File: config.mk
export PLATFORM = sky130hd
export DESIGN_NAME = gru_cell
export DESIGN_NICKNAME = d
export VERILOG_FILES = /design/src/rtl/core/gru_pkg.sv /design/src/rtl/core/gru_ram.sv /design/src/rtl/core/gru_cell.sv
export SDC_FILE = /design/constraint.sdc
export NUM_CORES = 2
export LEC_CHECK = 0
export ABC_AREA = 0
export ABC_CLOCK_PERIOD_IN_PS = 14500
export BUFFER_PORTS_ARGS = -buffer_cell sky130_fd_sc_hd__buf_2
export CORE_MARGIN = 5
export CORE_UTILIZATION = 65
export DETAILED_ROUTE_END_ITERATION = 7
export PLACE_DENSITY = 0.82
export SYNTH_ARGS = -nofsm -noshare
export SYNTH_HDL_FRONTEND = slang
export SYNTH_SLANG_ARGS = --single-unit
File: constraint.sdc
create_clock -name clk -period 14.5 [get_ports clk]
set_clock_uncertainty 0.1 [all_clocks]
set_input_delay 2.9 -clock clk [delete_from_list [all_inputs] [get_ports clk]]
set_output_delay 2.9 -clock clk [all_outputs]
set_load 0.02 [all_outputs]
File: src/rtl/core/gru_pkg.sv
package gru_pkg;

  localparam int HIDDEN_SIZE = 16;
  localparam int INPUT_SIZE  = 16;
  localparam int DATA_WIDTH  = 16;
  localparam int FRAC_BITS   = 12;

  localparam int ONE       = 1 << FRAC_BITS;
  localparam int MAX_DIM   = (HIDDEN_SIZE > INPUT_SIZE) ? HIDDEN_SIZE : INPUT_SIZE;
  localparam int COL_W     = $clog2(MAX_DIM);
  localparam int HID_AW    = $clog2(HIDDEN_SIZE);
  localparam int IN_AW     = $clog2(INPUT_SIZE);
  localparam int WADDR_W   = COL_W + 3;
  localparam int WDEPTH    = 6 * (2 ** COL_W);
  localparam int NUM_GATES = 3;
  localparam int HV_W      = 14;
  localparam int IDX_W     = 4;
  localparam int PROD_W    = 2 * DATA_WIDTH;
  localparam int SUM_W     = PROD_W + 1;
  localparam int ACC_W     = PROD_W + $clog2(INPUT_SIZE + HIDDEN_SIZE + 1) + 1;
  localparam int PRE_W     = FRAC_BITS + 6;

  localparam logic [1:0] GATE_R = 2'd0;
  localparam logic [1:0] GATE_Z = 2'd1;
  localparam logic [1:0] GATE_U = 2'd2;
  localparam logic SRC_X = 1'b0;
  localparam logic SRC_H = 1'b1;

  typedef enum logic [1:0] {
    CMD_LOAD_W = 2'd0,
    CMD_LOAD_B = 2'd1,
    CMD_INPUT  = 2'd2,
    CMD_CLEAR  = 2'd3
  } cmd_e_t;

  typedef enum logic [2:0] {
    TK_NONE, TK_BIAS, TK_MAC, TK_ACT, TK_RH, TK_UPD1, TK_UPD2
  } tok_kind_t;

  typedef enum logic [1:0] {
    S_IDLE, S_RUN, S_DRAIN, S_EMIT
  } state_t;

  typedef struct packed {
    logic [1:0]              command;
    logic [2:0]              weight_select;
    logic [3:0]              row_index;
    logic [3:0]              col_index;
    logic signed [15:0]      value;
    logic                    last_element;
  } in_req_t;

  typedef struct packed {
    logic signed [HV_W-1:0]  hidden_value;
    logic [IDX_W-1:0]        hidden_index;
    logic                    last_of_run;
  } out_res_t;

  typedef struct packed {
    tok_kind_t                     kind;
    logic [1:0]                    gate;
    logic                          src;
    logic [COL_W-1:0]              col;
    logic signed [DATA_WIDTH-1:0]  operand;
  } tok_t;

  typedef struct packed {
    logic                          w_we;
    logic                          b_we;
    logic                          clr;
    logic [WADDR_W-1:0]            waddr;
    logic [1:0]                    bsel;
    logic signed [DATA_WIDTH-1:0]  data;
  } ld_t;

  function automatic logic signed [HV_W-1:0] sig_fx(input logic signed [PRE_W-1:0] x);
    logic [PRE_W-1:0] a;
    logic [PRE_W-1:0] y;
    a = x[PRE_W-1] ? PRE_W'(-x) : PRE_W'(x);
    if (a >= PRE_W'(5 * ONE)) begin
      y = PRE_W'(ONE);
    end else if (a >= PRE_W'((19 * ONE) / 8)) begin
      y = (a >> 5) + PRE_W'((27 * ONE) / 32);
    end else if (a >= PRE_W'(ONE)) begin
      y = (a >> 3) + PRE_W'((5 * ONE) / 8);
    end else begin
      y = (a >> 2) + PRE_W'(ONE / 2);
    end
    if (x[PRE_W-1]) begin
      y = PRE_W'(ONE) - y;
    end
    return HV_W'(y);
  endfunction

  function automatic logic signed [HV_W-1:0] act_fx(input logic signed [ACC_W-1:0] acc,
                                                   input logic is_tanh);
    logic signed [ACC_W-1:0] pre;
    logic signed [ACC_W-1:0] lim;
    logic signed [PRE_W-1:0] x;
    logic signed [HV_W:0]    s;
    pre = (acc + ACC_W'(ONE / 2)) >>> FRAC_BITS;
    lim = is_tanh ? ACC_W'(8 * ONE) : ACC_W'(16 * ONE);
    if (pre > lim) begin
      pre = lim;
    end else if (pre < -lim) begin
      pre = -lim;
    end
    x = is_tanh ? PRE_W'(pre <<< 1) : PRE_W'(pre);
    s = (HV_W + 1)'(sig_fx(x));
    if (is_tanh) begin
      s = (s <<< 1) - (HV_W + 1)'(ONE);
    end
    return HV_W'(s);
  endfunction

endpackage

File: src/rtl/core/gru_ram.sv
module gru_ram #(
  parameter int WIDTH = 16,
  parameter int DEPTH = 96,
  localparam int AW = $clog2(DEPTH)
) (
  input  logic             clk,
  input  logic             we,
  input  logic [AW-1:0]    waddr,
  input  logic [WIDTH-1:0] wdata,
  input  logic [AW-1:0]    raddr,
  output logic [WIDTH-1:0] rdata
);

  logic [WIDTH-1:0] mem_r [DEPTH];
  logic [WIDTH-1:0] rdata_r;

  always_ff @(posedge clk) begin
    if (we) begin
      mem_r[waddr] <= wdata;
    end
    rdata_r <= mem_r[raddr];
  end

  assign rdata = rdata_r;

endmodule

File: src/rtl/core/gru_cell.sv
module gru_cell import gru_pkg::*; (
  input  logic                    clk,
  input  logic                    rst_n,
  input  tok_t                    tok_i,
  output tok_t                    tok_o,
  input  ld_t                     ld_i,
  output logic signed [HV_W-1:0]  h_o,
  output logic signed [HV_W-1:0]  rh_o
);

  tok_t                          tok_r;
  tok_kind_t                     kind2_r;
  logic [1:0]                    gate2_r;
  logic signed [PROD_W-1:0]      prod_r;
  logic signed [PROD_W-1:0]      prod_nxt;
  logic signed [PROD_W-1:0]      upd_r;
  logic signed [ACC_W-1:0]       acc_r;
  logic signed [DATA_WIDTH-1:0]  bias_r [NUM_GATES];
  logic signed [HV_W-1:0]        r_r, z_r, u_r, h_r, rh_r;
  logic signed [DATA_WIDTH-1:0]  mul_a, mul_b;
  logic [DATA_WIDTH-1:0]         w_rd;
  logic signed [SUM_W-1:0]       upd_sum;

  gru_ram #(.WIDTH(DATA_WIDTH), .DEPTH(WDEPTH)) u_wram (
    .clk   (clk),
    .we    (ld_i.w_we),
    .waddr (ld_i.waddr),
    .wdata (ld_i.data),
    .raddr ({tok_i.gate, tok_i.src, tok_i.col}),
    .rdata (w_rd)
  );

  always_comb begin
    mul_a = '0;
    mul_b = '0;
    case (tok_r.kind)
      TK_MAC: begin
        mul_a = signed'(w_rd);
        mul_b = tok_r.operand;
      end
      TK_RH: begin
        mul_a = DATA_WIDTH'(r_r);
        mul_b = DATA_WIDTH'(h_r);
      end
      TK_UPD1: begin
        mul_a = DATA_WIDTH'(ONE) - DATA_WIDTH'(z_r);
        mul_b = DATA_WIDTH'(h_r);
      end
      TK_UPD2: begin
        mul_a = DATA_WIDTH'(z_r);
        mul_b = DATA_WIDTH'(u_r);
      end
      default: begin
      end
    endcase
    prod_nxt = mul_a * mul_b;
    upd_sum  = SUM_W'(upd_r) + SUM_W'(prod_r) + SUM_W'(ONE / 2);
  end

  always_ff @(posedge clk) begin
    if (!rst_n) begin
      tok_r   <= '0;
      kind2_r <= TK_NONE;
      h_r     <= '0;
      for (int g = 0; g < NUM_GATES; g++) begin
        bias_r[g] <= '0;
      end
    end else begin
      tok_r   <= tok_i;
      kind2_r <= tok_r.kind;
      if (ld_i.b_we) begin
        bias_r[ld_i.bsel] <= ld_i.data;
      end
      if (ld_i.clr) begin
        h_r <= '0;
      end else if (kind2_r == TK_UPD2) begin
        h_r <= HV_W'(upd_sum >>> FRAC_BITS);
      end
    end
  end

  always_ff @(posedge clk) begin
    gate2_r <= tok_r.gate;
    prod_r  <= prod_nxt;
    case (kind2_r)
      TK_BIAS: acc_r <= ACC_W'(bias_r[gate2_r]) <<< FRAC_BITS;
      TK_MAC:  acc_r <= acc_r + ACC_W'(prod_r);
      TK_ACT: begin
        case (gate2_r)
          GATE_R:  r_r <= act_fx(acc_r, 1'b0);
          GATE_Z:  z_r <= act_fx(acc_r, 1'b0);
          default: u_r <= act_fx(acc_r, 1'b1);
        endcase
      end
      TK_RH:   rh_r  <= HV_W'((prod_r + PROD_W'(ONE / 2)) >>> FRAC_BITS);
      TK_UPD1: upd_r <= prod_r;
      default: begin
      end
    endcase
  end

  assign tok_o = tok_r;
  assign h_o   = h_r;
  assign rh_o  = rh_r;

endmodule

# ---- Word level (Yosys, flattened, before mapping)
# Memory sizes are Yosys's and may differ from the RTL's. A register that Yosys moved wholly into a read port is not among the register bits.
# Index checks and enable logic that the tools add are counted.
dict set report totals {
  out_inout_bits 54
  mem_bits_rw 1584
  inputBits 56
  regBits 198
  memories 2
  wordCells 120
}
dict set report op_classes {
  bitwise 2
  n_reduce_logical 9
  n_eq_ne 11
  order_cmp 13
  mul 1
  n_addsub 22
  mux 45
}
# name words width rd rd_ports_with_merged_regs write_ports line
set mem_list {}
lappend mem_list {u_wram.mem_r 96 16 1 1 1 gru_ram.sv:14} ;# logic [WIDTH-1:0] mem_r [DEPTH];
lappend mem_list {bias_r 3 16 1 1 3 gru_cell.sv:18} ;# logic signed [DATA_WIDTH-1:0] bias_r [NUM_GATES];
# operator count
set ops {}
lappend ops {{14-bit two-way mux} 12}
lappend ops {{18-bit two-way mux} 9}
lappend ops {{13-bit two-way mux} 8}
lappend ops {{39-bit one-hot mux with 2 select lines} 1}
lappend ops {{17-bit two-way mux} 4}
lappend ops {{16-bit one-hot mux with 4 select lines} 1}
lappend ops {{14-bit by 12-bit adder with 14-bit output (second input constant)} 4}
lappend ops {{18-bit by 13-bit >= comparator with 1-bit output (second input constant)} 3}
lappend ops {{18-bit by 14-bit >= comparator with 1-bit output (second input constant)} 3}
lappend ops {{18-bit by 15-bit >= comparator with 1-bit output (second input constant)} 3}
lappend ops {{18-bit negation} 3}
lappend ops {{26-bit by 13-bit adder with 26-bit output (second input constant)} 2}
lappend ops {{16-bit one-hot mux with 3 select lines} 1}
lappend ops {{13-bit by 12-bit adder with 13-bit output (second input constant)} 3}
lappend ops {{39-bit by 13-bit adder with 39-bit output (second input constant)} 1}
lappend ops {{39-bit by 32-bit adder with 39-bit output} 1}
lappend ops {{16-bit by 16-bit multiplier with 32-bit output} 1}
lappend ops {{13-bit by 12-bit adder with 14-bit output (second input constant)} 2}
lappend ops {{13-bit by 14-bit subtractor with 14-bit output (first input constant)} 2}
lappend ops {{27-bit by 17-bit greater-than comparator with 1-bit output (second input constant)} 1}
lappend ops {{27-bit by 18-bit greater-than comparator with 1-bit output (second input constant)} 1}
lappend ops {{27-bit by 16-bit less-than comparator with 1-bit output (second input constant)} 1}
lappend ops {{27-bit by 17-bit less-than comparator with 1-bit output (second input constant)} 1}
lappend ops {{26-bit adder} 1}
lappend ops {{other kinds (16)} 34}

# ---- Logic depth before layout (Yosys ltp)
dict set report depth {
  word_depth 19
  ltp_mapped 33
}

# ---- Hierarchy
# A second synthesis with hierarchy kept.
dict set report hier_totals {
  cells_unflattened 5366
  area_unflattened_um2 85574.6
}
# module seq_area_each_um2 cells_per_inst instances area_each_um2
set by_module_without_submodules {}
lappend by_module_without_submodules {gru_ram 46444.5 2614 1 59244.3}
lappend by_module_without_submodules {gru_cell 7066.8 2752 1 26330.3}

# ---- Least setup slack after synthesis
# No wires, ideal clock.
dict set report synth_timing {
  path_type {register -> register}
  from {register tok_r, in the netlist tok_o[24]}
  to {register prod_r[26]}
  path_buffers 3
  setup_slack_ns 6.406
  path_stages_with_launch 30
  setup_ns 0.072
  arrival_ns 7.922
  t_required_ns 14.328
  cell_sequence {dfxtp_1 buf_1 clkbuf_1 clkbuf_1 mux2i_1 o22ai_1 a22oi_1 nor2_1 fa_1 inv_1 fa_1 fa_1 fa_1 inv_1 fa_1 inv_1 fa_1 inv_1 ha_1 and3_1 a21oi_1 o21ai_0 o41ai_1 o21ai_0 o41a_1 a311o_1 a31oi_1 inv_1 a21oi_1 xnor2_1}
}
dict set report synth_via {
  elab_chain_len 4
}
# element line
set synth_lines {}
lappend synth_lines {{start, declared} gru_cell.sv:11} ;# tok_t tok_r;
lappend synth_lines {{start signal, assigned} gru_cell.sv:69} ;# tok_r <= tok_i;
lappend synth_lines {{3-bit == test} gru_cell.sv:36} ;# case (tok_r.kind)
lappend synth_lines {{2-bit OR reduction (no line)} n/a}
lappend synth_lines {{16-bit one-hot mux with 3 select lines} gru_cell.sv:36}
lappend synth_lines {{16-bit by 16-bit multiplier with 32-bit output (*)} gru_cell.sv:56} ;# prod_nxt = mul_a * mul_b;
lappend synth_lines {{net prod_nxt[26]} gru_cell.sv:15} ;# logic signed [PROD_W-1:0] prod_nxt;
lappend synth_lines {{end signal, assigned} gru_cell.sv:84} ;# prod_r <= prod_nxt;
lappend synth_lines {{end, declared} gru_cell.sv:14} ;# logic signed [PROD_W-1:0] prod_r;
# The timed path passes the listed nets; every way through them passes the cells marked *.
# A chain may end at the register's enable or synchronous reset.

# ---- Final worst setup path
# Same ends and word-level chain as after synthesis.

==> metrics <==
syn_area_per_cell=16.6 um2; number of H-tree levels=4; sequential element share of the synthesized area=0.627; leakage=32.6 nW; most used cell, CP=fa_1; CTS tree=done; Period minus WS final=9350 ps; RSZ-0062 raised after global routing=false; Crit path buffers/inverters=6; Total Routing Usage GR=0.343; Min-Delay Endpoint=gate2_r[0]; max frequency=107 MHz; r2r setup slk=5150 ps; Crit. path cell count=27; CP max stage cell=nor2b_1; max-slew violation count=0; Unique masters post-synth=107; Final ANT Viol Nets=0; HP Start=tok_o[21]; IO Port Bufs=109; FP Rows=133; fin cells=around 7300; Worst-Margin Slew=1300 ps; Initial DRC Count=7338; Num CTS Buffers=173; WL per Instance=32.0 um; Setup crit start kind=flip-flop; RR Startpoint=tok_o[24]; crit end category=flip-flop; top post-synthesis cells by area=edfxtp_1 (60%), mux4_2 (14%), fa_1 (6.2%); Synth top cells by count=edfxtp_1 (1720), mux4_2 (512), nor2_1 (415); async set or reset register ratio after synthesis=0; Clock Pin Slew Worst Setup and Hold Paths=70 ps; Largest stage delay, worst path=between 900 and 1000 ps; maximum buffer depth of the clock tree=3; Placer Congestion=between 0.9 and 1; layout overhead on the synthesized area=10.2%; drt total wl=233000 um; height of the die=372 um; fillers=7617; vias per cell=6.92; Multi-input gate area=29700 um2; Core ar.=131000 um2; vias in the first global route=50100; Starting Density=0.652; Seq cells post-synth=1813; PostCTS Resize Cnt=0; layout cells sized above 1=0.202; nets=5861; Ports=110; Cells after Synth=5158; initial antenna violation count=16; area leader, netlist=edfxtp_1; critical path required time=15120 ps; Die ar.=139000 um2; status=complete, no violations; final core occ=0.719; Register Area=53500 um2; TritonCTS Sinks=1813; critical path class=flip-flop to flip-flop; DRC viols=0; CP max FO=36; syn nets=5658; arrival time at the worst endpoint=9970 ps; Die X=372 um; Inst Count DP=between 6000 and 7000; relative slew slack=0.133; Tcrit/Tclk final=0.644; Total Power=between 10 and 15 mW; CP Launch Point=tok_o[24]; crit-path leading delay family=adder cells; Worst Hold Depth=0; pwr dens=121 nW/um2; largest net degree at the start of global routing=157; max-cap viol count=0; reg2reg end=prod_r[26]; CTS Root Cell=clkbuf_16; Final setup viols=0; Post-synth EDFFs=1720; clk_lat worst skew=830 ps; global-route wire length before repair=343000 um; hold bufs inserted after CTS=0; post-synthesis cell area=roughly 85000 um2; Worst IR Drop VDD=0.126 mV; via count=slightly above 50000; total congestion overflow=0; Initial DRT Pass Iterations=6; Yosys top cell area share=0.605; Fin Setup TNS=0 ps; post-CTS setup buffers=0; synth warn=0; most used flip-flop cell after synthesis=edfxtp_1; count leader, synth=edfxtp_1; Hold Fails Final Rpt=0; worst min-delay path class=flip-flop to flip-flop; HPWL Detailed=136000 um; worst reg2reg path depth=27
area by class of cell:
cell class / count / area share
inverter: 372 / 0.0148
timing repair buffer: 256 / 0.0184
sequential: 1813 / 0.568
multi-input combinational: 2745 / 0.315
clock inverter: 105 / 0.0110
antenna: 7 / 0.000186
clock buffer: 216 / 0.0488
tap: 1755 / 0.0233
per-layer routing:
metal	routed length (um)	global-route usage
met1	81200	0.463
met2	113000	0.546
met3	25500	0.0707
met4	13600	0.163
met5	89	0
flip-flops by register name, summed over array words and instances (netlist names):
name	count
acc_r	39
bias_r	64
gate2_r	2
h_o	14
kind2_r	3
prod_r	32
r_r	14
rh_o	14
tok_o	26
u_r	13
u_wram.mem_r	1536
u_wram.rdata	16
upd_r	26
z_r	14
per-stage QoR:
step	setup WS [ps]	hold WS (ps)	area [um2]
global placement	5570	359	88500
finish	5150	390	94100
global route	4860	395	94100
CTS	5300	384	94100
floorplan	6410	334	85400
detailed placement	5270	358	88500
cell families after synthesis:
logic type               share of synthesized area
flip-flops                                   0.627
AND/OR/NAND/NOR                             0.0615
buffers and inverters                       0.0269
multiplexers                                 0.141
AO/OA/AOI/OAI                               0.0395
adder cells (fa/ha/maj)                     0.0882
XOR/XNOR                                    0.0160
layout by cell type, fill, tap and decap left out, drive strengths merged, types with 55 or more instances in the layout:
master     n
buf      256
and2      96
mux4     512
clkinv    82
nand2    194
o21ai    122
xor2      65
a21oi    138
inv      380
fa       263
nor2     417
ha       181
dfxtp     93
xnor2     91
clkbuf   216
nor3      62
nand3     55
edfxtp  1720
power breakdown:
| part | internal [mW] | total (mW) | switching [mW] |
|---|---|---|---|
| combinational | 0.375 | 0.996 | 0.621 |
| sequential | 5.79 | 5.86 | 0.0690 |
| clock | 2.47 | 4.53 | 2.05 |
| total | 8.64 | 11.4 | 2.74 |
worst register-to-register path: stages (launching register included):
cell and delay, ps:
dfxtp_1 310, buf_4 340, nor2b_1 970, nor2b_2 300
buf_4 350, a22oi_1 350, or2_2 430, fa_1 490
fa_1 490, fa_1 450, fa_1 480, inv_1 50
fa_1 520, inv_1 50, fa_1 470, inv_1 40
ha_1 340, and3_1 210, a21oi_1 130, o21ai_0 140
o41ai_1 520, o21ai_0 280, o41a_1 470, a311o_1 380
a31oi_1 260, inv_1 60, a21oi_1 170, xnor2_1 130
how the worst max path moves through the flow:
stage / endpoint / slack (ps)
6_report: prod_r[26] / 5150
5_1_grt: prod_r[26] / 4860
4_1_cts: prod_r[26] / 5300
3_5_place_dp: prod_r[30] / 5270
3_3_place_gp: prod_r[26] / 5570
2_1_floorplan: prod_r[26] / 6410
Note: power is estimated with default switching activity, not from simulation.
